--- config.mk ---
export PLATFORM = sky130hd
export DESIGN_NAME = expression_lexer_core
export DESIGN_NICKNAME = d
export VERILOG_FILES = /design/src/elx_pkg.sv /design/src/expression_lexer_core.sv /design/src/elx_scan.sv /design/src/elx_rsp_fifo.sv
export SDC_FILE = /design/constraint.sdc
export NUM_CORES = 1
export LEC_CHECK = 0
export BUFFER_PORTS_ARGS = -buffer_cell sky130_fd_sc_hd__buf_2
export CAP_MARGIN = 10
export CORE_UTILIZATION = 40
export CTS_CLUSTER_SIZE = 40
export DETAILED_ROUTE_END_ITERATION = 10
export GPL_ROUTABILITY_DRIVEN = 0
export PLACE_DENSITY = 0.63
export SETUP_SLACK_MARGIN = 0.05
export SLEW_MARGIN = 0
export SYNTH_ARGS = -nofsm -noshare
export SYNTH_HDL_FRONTEND = slang
export SYNTH_SLANG_ARGS = --single-unit
export TNS_END_PERCENT = 1
--- constraint.sdc ---
create_clock -name clock -period 5.7 [get_ports clock]
set_clock_uncertainty 0.2 [all_clocks]
set_input_delay 0.285 -clock clock [delete_from_list [all_inputs] [get_ports clock]]
set_output_delay 0.285 -clock clock [all_outputs]
set_load 0.02 [all_outputs]
--- src/elx_pkg.sv ---
// ---------------------------------------------------------------------------
// elx_pkg: shared types and constants of the expression lexer
// Token kinds, error codes, character codes, the keyword table and the
// result record that travels from the scanner to the result queue.
// ---------------------------------------------------------------------------
`default_nettype none

package elx_pkg;

   // widths and sizes
   localparam int OFFSET_BITS   = 16;
   localparam int LEN_BITS      = 16;
   localparam int KW_COUNT      = 10;
   localparam int KW_IDX_BITS   = 4;
   localparam int FIFO_DEPTH    = 4;
   localparam int FIFO_PTR_BITS = 2;
   localparam int FIFO_CNT_BITS = 3;

   // token kinds
   localparam logic [4:0] TK_NEWLINE  = 5'd0;
   localparam logic [4:0] TK_RPAREN   = 5'd1;
   localparam logic [4:0] TK_LPAREN   = 5'd2;
   localparam logic [4:0] TK_EQUAL    = 5'd3;
   localparam logic [4:0] TK_PLUS     = 5'd4;
   localparam logic [4:0] TK_MINUS    = 5'd5;
   localparam logic [4:0] TK_STAR     = 5'd6;
   localparam logic [4:0] TK_GREATER  = 5'd7;
   localparam logic [4:0] TK_LESS     = 5'd8;
   localparam logic [4:0] TK_COMMA    = 5'd9;
   localparam logic [4:0] TK_SEMI     = 5'd10;
   localparam logic [4:0] TK_IDENT    = 5'd11;
   localparam logic [4:0] TK_INT      = 5'd12;
   localparam logic [4:0] TK_FLOAT    = 5'd13;
   localparam logic [4:0] TK_EOF      = 5'd14;
   localparam logic [4:0] TK_KW_FIRST = 5'd15;

   // error codes
   localparam logic [1:0] ERR_NONE = 2'd0;
   localparam logic [1:0] ERR_CHAR = 2'd1;
   localparam logic [1:0] ERR_EXP  = 2'd2;

   // control characters
   localparam logic [7:0] CH_NUL = 8'h00;
   localparam logic [7:0] CH_TAB = 8'h09;
   localparam logic [7:0] CH_LF  = 8'h0A;
   localparam logic [7:0] CH_CR  = 8'h0D;

   localparam logic [KW_COUNT-1:0] ALL_CAND = {KW_COUNT{1'b1}};

   // one result item
   typedef struct packed {
      logic [4:0]             kind;
      logic [OFFSET_BITS-1:0] start;
      logic [LEN_BITS-1:0]    length;
      logic [1:0]             err;
      logic                   last;
   } rsp_item_type;

   // up to two results from one byte, first one in a
   typedef struct packed {
      logic         a_valid;
      logic         b_valid;
      rsp_item_type a;
      rsp_item_type b;
   } push_type;

   // keyword length
   function automatic logic [2:0] kw_len(input logic [KW_IDX_BITS-1:0] idx);
      logic [2:0] len;
      case (idx)
         4'd0:    len = 3'd3;  // sin
         4'd1:    len = 3'd3;  // cos
         4'd2:    len = 3'd4;  // sin1
         4'd3:    len = 3'd4;  // cos1
         4'd4:    len = 3'd3;  // abs
         4'd5:    len = 3'd5;  // round
         4'd6:    len = 3'd4;  // sqrt
         4'd7:    len = 3'd3;  // tan
         4'd8:    len = 3'd4;  // tanh
         4'd9:    len = 3'd3;  // pow
         default: len = 3'd0;
      endcase
      return len;
   endfunction

   // keyword character at a position, first character at position 0
   function automatic logic [7:0] kw_char(input logic [KW_IDX_BITS-1:0] idx,
                                          input logic [2:0] pos);
      logic [39:0] word;
      logic [39:0] shifted;
      case (idx)
         4'd0:    word = {"sin", 16'h0};
         4'd1:    word = {"cos", 16'h0};
         4'd2:    word = {"sin1", 8'h0};
         4'd3:    word = {"cos1", 8'h0};
         4'd4:    word = {"abs", 16'h0};
         4'd5:    word = "round";
         4'd6:    word = {"sqrt", 8'h0};
         4'd7:    word = {"tan", 16'h0};
         4'd8:    word = {"tanh", 8'h0};
         4'd9:    word = {"pow", 16'h0};
         default: word = '0;
      endcase
      shifted = word << {pos, 3'b000};
      return shifted[39:32];
   endfunction

   // drop keywords that do not match character c at position len
   function automatic logic [KW_COUNT-1:0] kw_narrow(input logic [KW_COUNT-1:0] cand,
                                                     input logic [LEN_BITS-1:0] len,
                                                     input logic [7:0] c);
      logic [KW_COUNT-1:0] keep;
      for (int i = 0; i < KW_COUNT; i++) begin
         keep[i] = cand[i]
                   && (len < LEN_BITS'(kw_len(KW_IDX_BITS'(i))))
                   && (kw_char(KW_IDX_BITS'(i), len[2:0]) == c);
      end
      return keep;
   endfunction

   // identifier kind: the lowest surviving keyword of full length
   function automatic logic [4:0] kw_kind(input logic [KW_COUNT-1:0] cand,
                                          input logic [LEN_BITS-1:0] len);
      logic [4:0] kind;
      kind = TK_IDENT;
      for (int i = KW_COUNT - 1; i >= 0; i--) begin
         if (cand[i] && (len == LEN_BITS'(kw_len(KW_IDX_BITS'(i))))) begin
            kind = TK_KW_FIRST + 5'(i);
         end
      end
      return kind;
   endfunction

   // saturating length increment
   function automatic logic [LEN_BITS-1:0] sat_inc(input logic [LEN_BITS-1:0] len);
      return (len == {LEN_BITS{1'b1}}) ? len : len + LEN_BITS'(1);
   endfunction

endpackage

`default_nettype wire

--- src/expression_lexer_core.sv ---
// ---------------------------------------------------------------------------
// expression_lexer_core: streaming tokenizer for a small expression language
// Input byte register, scanner and result queue.
// ---------------------------------------------------------------------------
// One source byte per transfer on req_, byte 0 ends the input. The block
// sustains one byte per cycle while the result queue has room. A byte that
// closes a pending token and also yields a token of its own gives two results,
// and the queue drains one result per cycle while the result side is ready.
// With the result side always ready, the input stalls only once the queue
// holds three results, which needs more two-result bytes than bytes that give
// no result at all. Bytes are registered at the input, results in the queue.
// After end of input or an error every byte is taken and dropped until
// reset. Token text is not kept: each result carries kind, start offset,
// length and error code, and rsp_tlast marks the last result of a byte.
`default_nettype none

module expression_lexer_core
   import elx_pkg::*;
(
   input  wire logic        clock,
   input  wire logic        reset,
   input  wire logic        req_tvalid,
   output logic             req_tready,
   input  wire logic [7:0]  req_tdata,   // [7:0] char_code
   output logic             rsp_tvalid,
   input  wire logic        rsp_tready,
   output logic [39:0]      rsp_tdata,   // [4:0] token_kind, [20:5] start_offset,
                                         // [36:21] token_length, [38:37] error_code
   output logic             rsp_tlast
);

   logic         in_valid_ff, in_valid_in;
   logic [7:0]   char_ff;
   logic         step_en;
   logic         room;
   push_type     push;
   rsp_item_type out_item;

   // input register handshake
   assign step_en    = in_valid_ff && room;
   assign req_tready = !in_valid_ff || step_en;

   always_comb begin
      in_valid_in = in_valid_ff;
      if (req_tvalid && req_tready) begin
         in_valid_in = 1'b1;
      end else if (step_en) begin
         in_valid_in = 1'b0;
      end
   end

   always_ff @(posedge clock) begin
      if (reset) begin
         in_valid_ff <= 1'b0;
      end else begin
         in_valid_ff <= in_valid_in;
      end
   end

   always_ff @(posedge clock) begin
      if (req_tvalid && req_tready) begin
         char_ff <= req_tdata;
      end
   end

   // scanner
   elx_scan u_scan (
      .clock     (clock),
      .reset     (reset),
      .step_en   (step_en),
      .char_code (char_ff),
      .push      (push)
   );

   // result queue
   elx_rsp_fifo u_fifo (
      .clock     (clock),
      .reset     (reset),
      .push      (push),
      .room      (room),
      .out_valid (rsp_tvalid),
      .out_ready (rsp_tready),
      .out_item  (out_item)
   );

   // result packing
   assign rsp_tdata = {1'b0, out_item.err, out_item.length, out_item.start, out_item.kind};
   assign rsp_tlast = out_item.last;

   a_step_needs_input: assert property (@(posedge clock) disable iff (reset)
      push.a_valid |-> in_valid_ff && room)
      else $error("result produced without a held byte");

endmodule

`default_nettype wire

--- src/elx_scan.sv ---
// ---------------------------------------------------------------------------
// elx_scan: lexer state and one-byte scan step
// Holds the lexer state, offsets, text length and keyword candidates, and
// turns one byte into at most two results.
// ---------------------------------------------------------------------------
`default_nettype none

module elx_scan
   import elx_pkg::*;
(
   input  wire logic       clock,
   input  wire logic       reset,
   input  wire logic       step_en,
   input  wire logic [7:0] char_code,
   output push_type        push
);

   typedef enum logic [3:0] {
      ST_BEGIN,
      ST_COMMENT,
      ST_IDENT,
      ST_MINUS,
      ST_INT,
      ST_FRAC,
      ST_EXPMARK,
      ST_EXPDIGITS,
      ST_HALT
   } lex_state_type;

   lex_state_type          state_ff, state_in;
   logic [OFFSET_BITS-1:0] offset_ff, offset_in;
   logic [OFFSET_BITS-1:0] start_ff, start_in;
   logic [LEN_BITS-1:0]    len_ff, len_in;
   logic [KW_COUNT-1:0]    cand_ff, cand_in;

   rsp_item_type res_a, res_b;
   logic         a_v, b_v;
   logic         again;
   logic         is_alpha, is_digit, is_word;

   // character classes
   assign is_alpha = (char_code inside {["A":"Z"], ["a":"z"]});
   assign is_digit = (char_code inside {["0":"9"]});
   assign is_word  = is_alpha || is_digit || (char_code == "_");

   // scan step
   always_comb begin
      state_in  = state_ff;
      offset_in = offset_ff;
      start_in  = start_ff;
      len_in    = len_ff;
      cand_in   = cand_ff;
      res_a     = '0;
      res_b     = '0;
      a_v       = 1'b0;
      b_v       = 1'b0;
      again     = 1'b0;

      // close or extend the token in progress
      case (state_ff)
         ST_BEGIN: begin
            again = 1'b1;
         end
         ST_COMMENT: begin
            if (char_code == CH_NUL || char_code == CH_LF) begin
               state_in = ST_BEGIN;
               again    = 1'b1;
            end
         end
         ST_IDENT: begin
            if (is_word) begin
               cand_in = kw_narrow(cand_ff, len_ff, char_code);
               len_in  = sat_inc(len_ff);
            end else begin
               a_v          = 1'b1;
               res_a.kind   = kw_kind(cand_ff, len_ff);
               res_a.start  = start_ff;
               res_a.length = len_ff;
               state_in     = ST_BEGIN;
               again        = 1'b1;
            end
         end
         ST_MINUS: begin
            if (is_digit) begin
               len_in   = sat_inc(len_ff);
               state_in = ST_INT;
            end else begin
               a_v          = 1'b1;
               res_a.kind   = TK_MINUS;
               res_a.start  = start_ff;
               res_a.length = LEN_BITS'(1);
               state_in     = ST_BEGIN;
               again        = 1'b1;
            end
         end
         ST_INT: begin
            if (is_digit) begin
               len_in = sat_inc(len_ff);
            end else if (char_code == ".") begin
               len_in   = sat_inc(len_ff);
               state_in = ST_FRAC;
            end else begin
               a_v          = 1'b1;
               res_a.kind   = TK_INT;
               res_a.start  = start_ff;
               res_a.length = len_ff;
               state_in     = ST_BEGIN;
               again        = 1'b1;
            end
         end
         ST_FRAC: begin
            if (is_digit) begin
               len_in = sat_inc(len_ff);
            end else if (char_code == "e") begin
               len_in   = sat_inc(len_ff);
               state_in = ST_EXPMARK;
            end else begin
               a_v          = 1'b1;
               res_a.kind   = TK_FLOAT;
               res_a.start  = start_ff;
               res_a.length = len_ff;
               state_in     = ST_BEGIN;
               again        = 1'b1;
            end
         end
         ST_EXPMARK: begin
            if (is_digit || char_code == "-") begin
               len_in   = sat_inc(len_ff);
               state_in = ST_EXPDIGITS;
            end else begin
               a_v          = 1'b1;
               res_a.kind   = TK_NEWLINE;
               res_a.start  = offset_ff;
               res_a.length = '0;
               res_a.err    = ERR_EXP;
               state_in     = ST_HALT;
            end
         end
         ST_EXPDIGITS: begin
            if (is_digit) begin
               len_in = sat_inc(len_ff);
            end else begin
               a_v          = 1'b1;
               res_a.kind   = TK_FLOAT;
               res_a.start  = start_ff;
               res_a.length = len_ff;
               state_in     = ST_BEGIN;
               again        = 1'b1;
            end
         end
         default: begin
            // halted: byte ignored
         end
      endcase

      // treat the byte as the start of a new token
      if (again) begin
         res_b.start  = offset_ff;
         res_b.length = LEN_BITS'(1);
         res_b.err    = ERR_NONE;
         case (char_code)
            " ", CH_TAB, CH_CR: begin
               b_v = 1'b0;
            end
            "%": begin
               state_in = ST_COMMENT;
            end
            CH_LF: begin
               b_v = 1'b1; res_b.kind = TK_NEWLINE;
            end
            ")": begin
               b_v = 1'b1; res_b.kind = TK_RPAREN;
            end
            "(": begin
               b_v = 1'b1; res_b.kind = TK_LPAREN;
            end
            "=": begin
               b_v = 1'b1; res_b.kind = TK_EQUAL;
            end
            "+": begin
               b_v = 1'b1; res_b.kind = TK_PLUS;
            end
            "*": begin
               b_v = 1'b1; res_b.kind = TK_STAR;
            end
            ">": begin
               b_v = 1'b1; res_b.kind = TK_GREATER;
            end
            "<": begin
               b_v = 1'b1; res_b.kind = TK_LESS;
            end
            ",": begin
               b_v = 1'b1; res_b.kind = TK_COMMA;
            end
            ";": begin
               b_v = 1'b1; res_b.kind = TK_SEMI;
            end
            CH_NUL: begin
               b_v          = 1'b1;
               res_b.kind   = TK_EOF;
               res_b.length = '0;
               state_in     = ST_HALT;
            end
            "-": begin
               state_in = ST_MINUS;
               start_in = offset_ff;
               len_in   = LEN_BITS'(1);
            end
            default: begin
               if (is_alpha) begin
                  state_in = ST_IDENT;
                  start_in = offset_ff;
                  cand_in  = kw_narrow(ALL_CAND, '0, char_code);
                  len_in   = LEN_BITS'(1);
               end else if (is_digit) begin
                  state_in = ST_INT;
                  start_in = offset_ff;
                  len_in   = LEN_BITS'(1);
               end else begin
                  b_v          = 1'b1;
                  res_b.kind   = TK_NEWLINE;
                  res_b.length = '0;
                  res_b.err    = ERR_CHAR;
                  state_in     = ST_HALT;
               end
            end
         endcase
      end

      // advance the byte offset, saturating
      if (char_code != CH_NUL && state_in != ST_HALT && offset_ff != {OFFSET_BITS{1'b1}}) begin
         offset_in = offset_ff + OFFSET_BITS'(1);
      end
   end

   // compact the results so that a single one is always in slot a
   always_comb begin
      push = '0;
      if (a_v) begin
         push.a_valid = step_en;
         push.b_valid = step_en && b_v;
         push.a       = res_a;
         push.a.last  = !b_v;
         push.b       = res_b;
         push.b.last  = 1'b1;
      end else begin
         push.a_valid = step_en && b_v;
         push.a       = res_b;
         push.a.last  = 1'b1;
         push.b       = res_b;
      end
   end

   // lexer state registers
   always_ff @(posedge clock) begin
      if (reset) begin
         state_ff  <= ST_BEGIN;
         offset_ff <= '0;
         start_ff  <= '0;
         len_ff    <= '0;
         cand_ff   <= ALL_CAND;
      end else if (step_en) begin
         state_ff  <= state_in;
         offset_ff <= offset_in;
         start_ff  <= start_in;
         len_ff    <= len_in;
         cand_ff   <= cand_in;
      end
   end

   a_halt_sticky: assert property (@(posedge clock) disable iff (reset)
      state_ff == ST_HALT |=> state_ff == ST_HALT)
      else $error("lexer left the halted state");

   a_halt_silent: assert property (@(posedge clock) disable iff (reset)
      state_ff == ST_HALT |-> !push.a_valid && $stable(offset_ff))
      else $error("halted lexer produced a result or moved its offset");

   a_err_len: assert property (@(posedge clock) disable iff (reset)
      push.a_valid && push.a.err != ERR_NONE |-> push.a.length == '0 && push.a.last)
      else $error("error result with nonzero length or not last");

endmodule

`default_nettype wire

--- src/elx_rsp_fifo.sv ---
// ---------------------------------------------------------------------------
// elx_rsp_fifo: result queue
// Four-entry queue that takes up to two results per cycle and hands one per
// transfer to the result channel.
// ---------------------------------------------------------------------------
`default_nettype none

module elx_rsp_fifo
   import elx_pkg::*;
(
   input  wire logic   clock,
   input  wire logic   reset,
   input  push_type    push,
   output logic        room,
   output logic        out_valid,
   input  wire logic   out_ready,
   output rsp_item_type out_item
);

   rsp_item_type             entry_ff [FIFO_DEPTH];
   logic [FIFO_PTR_BITS-1:0] wr_ptr_ff, wr_ptr_in;
   logic [FIFO_PTR_BITS-1:0] rd_ptr_ff, rd_ptr_in;
   logic [FIFO_CNT_BITS-1:0] count_ff, count_in;
   logic [FIFO_PTR_BITS-1:0] wr_next;
   logic [FIFO_CNT_BITS-1:0] push_n;
   logic                     pop;

   // status and read side
   assign room      = (count_ff <= FIFO_CNT_BITS'(FIFO_DEPTH - 2));
   assign out_valid = (count_ff != '0);
   assign out_item  = entry_ff[rd_ptr_ff];
   assign pop       = out_valid && out_ready;

   // pointer and count update
   assign wr_next = wr_ptr_ff + FIFO_PTR_BITS'(1);
   assign push_n  = FIFO_CNT_BITS'(push.a_valid) + FIFO_CNT_BITS'(push.b_valid);

   always_comb begin
      wr_ptr_in = wr_ptr_ff + FIFO_PTR_BITS'(push_n);
      rd_ptr_in = pop ? rd_ptr_ff + FIFO_PTR_BITS'(1) : rd_ptr_ff;
      count_in  = count_ff + push_n - FIFO_CNT_BITS'(pop);
   end

   // entry storage
   always_ff @(posedge clock) begin
      for (int i = 0; i < FIFO_DEPTH; i++) begin
         if (push.a_valid && wr_ptr_ff == FIFO_PTR_BITS'(i)) begin
            entry_ff[i] <= push.a;
         end else if (push.b_valid && wr_next == FIFO_PTR_BITS'(i)) begin
            entry_ff[i] <= push.b;
         end
      end
   end

   // control registers
   always_ff @(posedge clock) begin
      if (reset) begin
         wr_ptr_ff <= '0;
         rd_ptr_ff <= '0;
         count_ff  <= '0;
      end else begin
         wr_ptr_ff <= wr_ptr_in;
         rd_ptr_ff <= rd_ptr_in;
         count_ff  <= count_in;
      end
   end

   a_no_overflow: assert property (@(posedge clock) disable iff (reset)
      push.a_valid |-> room)
      else $error("result pushed without room in the queue");

   a_b_after_a: assert property (@(posedge clock) disable iff (reset)
      push.b_valid |-> push.a_valid)
      else $error("second result pushed without a first");

   a_count_range: assert property (@(posedge clock) disable iff (reset)
      count_ff <= FIFO_CNT_BITS'(FIFO_DEPTH))
      else $error("queue count beyond depth");

endmodule

`default_nettype wire

==> out/qor.txt <==
H-tree levels: 1
Clock power share: 30.0%
IR drop worst, VDD: 0.1983 mV
Max-Cap Viols: 0
FF+latch area: 0.006319 sq mm
Rel. slew slack: 32.16%
Diodes inserted: 0
Crit share post-route: 80.01%
Syn-to-layout area delta: 10.17%
Worst Path Arrival: 4740 ps
Crit Path Max Fanout: 24
Vias: 10230
Worst-path clk slew: 60 ps
Most frequent cells after synthesis: edfxtp_1 (151), nor2_1 (139), nand2_1 (130)
Synth Instances: 1245
Unrepaired setup endpoints after global routing: no
DR pass1 iterations: 6
Startpoint types: register
First-pass GRT wire length: 54310 um
Synth Flop Type: edfxtp_1
FF+latch count, synth: 240
Syn avg cell area: 10.45 sq um
Max-slew violation count: 0
Yosys Warn Count: 0
Initial antenna violation count: 0
Synth Net Count: 1272
Synth area leader: edfxtp_1
Gate power share: 28.6%
Sw frac: 33.63%
Clk_lat worst skew: 530 ps
Fmax: 219.3 MHz
Root Buffer: clkbuf_16
Via/cell ratio: 6.012
Hold Slack: 45.71 ps
Setup Total Neg Slack: 0 ps
Slowest-stage cell, CP: or4b_1
Die height: 182.3 um
Area of the multi-input gates: 0.006113 sq mm
Crit path kind: reg -> reg
Worst-Margin Slew: 1007 ps
CP required: 5880 ps
CTS tree: yes
Core footprint: 0.03180 sq mm
Total track usage: 20.61%
Main area contributors after synthesis: edfxtp_1 (35%), dfxtp_1 (14%), mux4_2 (6.9%), nor2_1 (4.0%), a32o_1 (3.8%)
Hold_buf cts: 9
Routed length per placed instance: 20.12 um
Final wirelength: 34250 um
Pre-CTS setup slack: 1188 ps
Dpl cells: 1648
Int Pwr: 3288 uW
CP endpoint kind: register
Post-cts sizing count: 0
Die area: 0.03324 sq mm
ANT nets after route: 0
Final Critical Period: 4561 ps
Starting Density: 40.90%
Vias in the first global route: 9590
Synth top area share: 34.87%
CTS max path bufs: 3
Postcts setup bufs: 0
Top-Level Pins: 55
Hpwl dp: 21890 um
Final hold vios: 0
Row cnt: 65
CP peak stage delay: 800 ps
Post-synth cell types: 94
EDFF count, synth: 151
Count leader, synth: edfxtp_1
Seq/Total Area, Yosys: 48.57%
CP cell instances: or4b_1 -> o22ai_1 -> nand2b_1 -> inv_2 -> nor2_1 -> a21oi_1 -> ha_1 -> inv_1 -> ha_1 -> fa_1 -> xnor2_1 -> xnor2_1 -> nor2_1
CTS buffer count: 25
Filler cells: 2973
Final nets: 1276
Die width: 182.3 um
Initial drt markers: 1228
NetSw: 1666 uW
Netlist Area Pre-Place: 0.01300 sq mm
# DRC: 0
Clock sink count: 240
Largest net degree at the start of global routing: 67
Async SR Flop Fraction: 0%
Final std cells w/o fill: 1702
PwrDens: 345.7 mW/mm^2
Final setup vio count: 0
Worst Hold Class: in -> reg
Outcome: finished clean
Fraction of layout cells with a size suffix above 1: 14.92%
Lkg Pwr: 0.004713 uW
Global route overflow: 0
IO Port Bufs: 53
Flop pwr share: 41.4%
Setup ws final: 1139 ps
[final timing paths]
path | start | endpoint | slack, ps | cells past startpoint
worst min-delay path | rsp_tready | register | 50 | 4
worst min register to register | u_fifo.entry_ff[2][11] | u_fifo.entry_ff[2][11] | 250 | 2
worst max-delay path | char_ff[4] | u_fifo.count_ff[2] | 1140 | 13
worst max register to register | char_ff[4] | u_fifo.count_ff[2] | 1140 | 13
[per-layer routing]
layer / routed length (um) / track usage (%)
met1: 15560 / 29.93
met5: 0 / 0
met3: 2440 / 2.614
met2: 15690 / 32.63
met4: 568 / 4.941
[state kept, by name (all words and copies together) (netlist names), 2 cells and up, named ones only]
signal	count
u_scan.cand_ff	10
u_scan.offset_ff	16
u_fifo.entry_ff	160
u_scan.state_ff	4
u_scan.len_ff	16
u_fifo.wr_ptr_ff	2
u_fifo.count_ff	3
u_scan.start_ff	16
u_fifo.rd_ptr_ff	2
char_ff	8
[cell usage in the layout, fill, tap and decap left out, drive strengths merged, types with 10 or more instances in the layout]
master    n
a21oi    60
a31oi    11
a32o     49
buf      75
clkbuf   35
clkinv   10
dfxtp    89
edfxtp  151
ha       14
inv      28
mux2i    34
mux4     40
nand2   132
nand2b   13
nand3    33
nand4    14
nor2    140
nor2b    11
nor3     18
nor4     14
o21ai    85
o31ai    18
or4      17
xnor2    22
[cell type report]
class,count,share of cell area [%]
tap,435,3.799
multi-input combinational,870,42.67
clock buffer,35,4.698
inverter,28,0.7336
clock inverter,10,0.3668
sequential,240,44.10
timing repair buffer,84,3.633
[kinds of logic after synthesis]
| group | count (synthesis) | synth area share, % |
|---|---|---|
| muxes | 77 | 9.861 |
| buffers and inverters | 135 | 4.579 |
| xor gates and xnor gates | 31 | 2.088 |
| and+or+nand+nor | 452 | 17.53 |
| adders and majority gates | 15 | 1.501 |
| DFF | 240 | 48.57 |
| other | 1 | 0.02884 |
| AOI/OAI and AO/OA | 294 | 15.85 |
[power by group through the flow]
stage | Sequential (uW) | Clock (uW) | Combinational (uW)
2_1_floorplan | 2040 | 0 | 1080
6_report | 2050 | 1490 | 1420
4_1_cts | 2050 | 1520 | 1420
3_3_place_gp | 2080 | 0 | 1410
5_1_grt | 2060 | 1580 | 1530
3_5_place_dp | 2080 | 0 | 1420
[stage by stage]
| stage | instance area (sq um) | total power [uW] | utilization, % |
|---|---|---|---|
| final | 14330 | 4953 | 45.06 |
| after global routing | 14330 | 5165 | 45.06 |
| after CTS | 14330 | 4986 | 45.06 |
| after detailed placement | 13510 | 3501 | 42.49 |
| after global placement | 13510 | 3487 | 42.49 |
| after floorplan | 13010 | 3113 | - |
[critical path, delay by kind of cell (launching register included)]
family / cells / cell delay, ps
adder cells (fa/ha/maj): 3 / 940
XOR/XNOR: 2 / 330
AO/OA/AOI/OAI: 2 / 450
buffers and inverters: 2 / 240
AND/OR/NAND/NOR: 4 / 1500
flip-flops: 1 / 760
No activity file was read; power rests on OpenSTA's default activity.
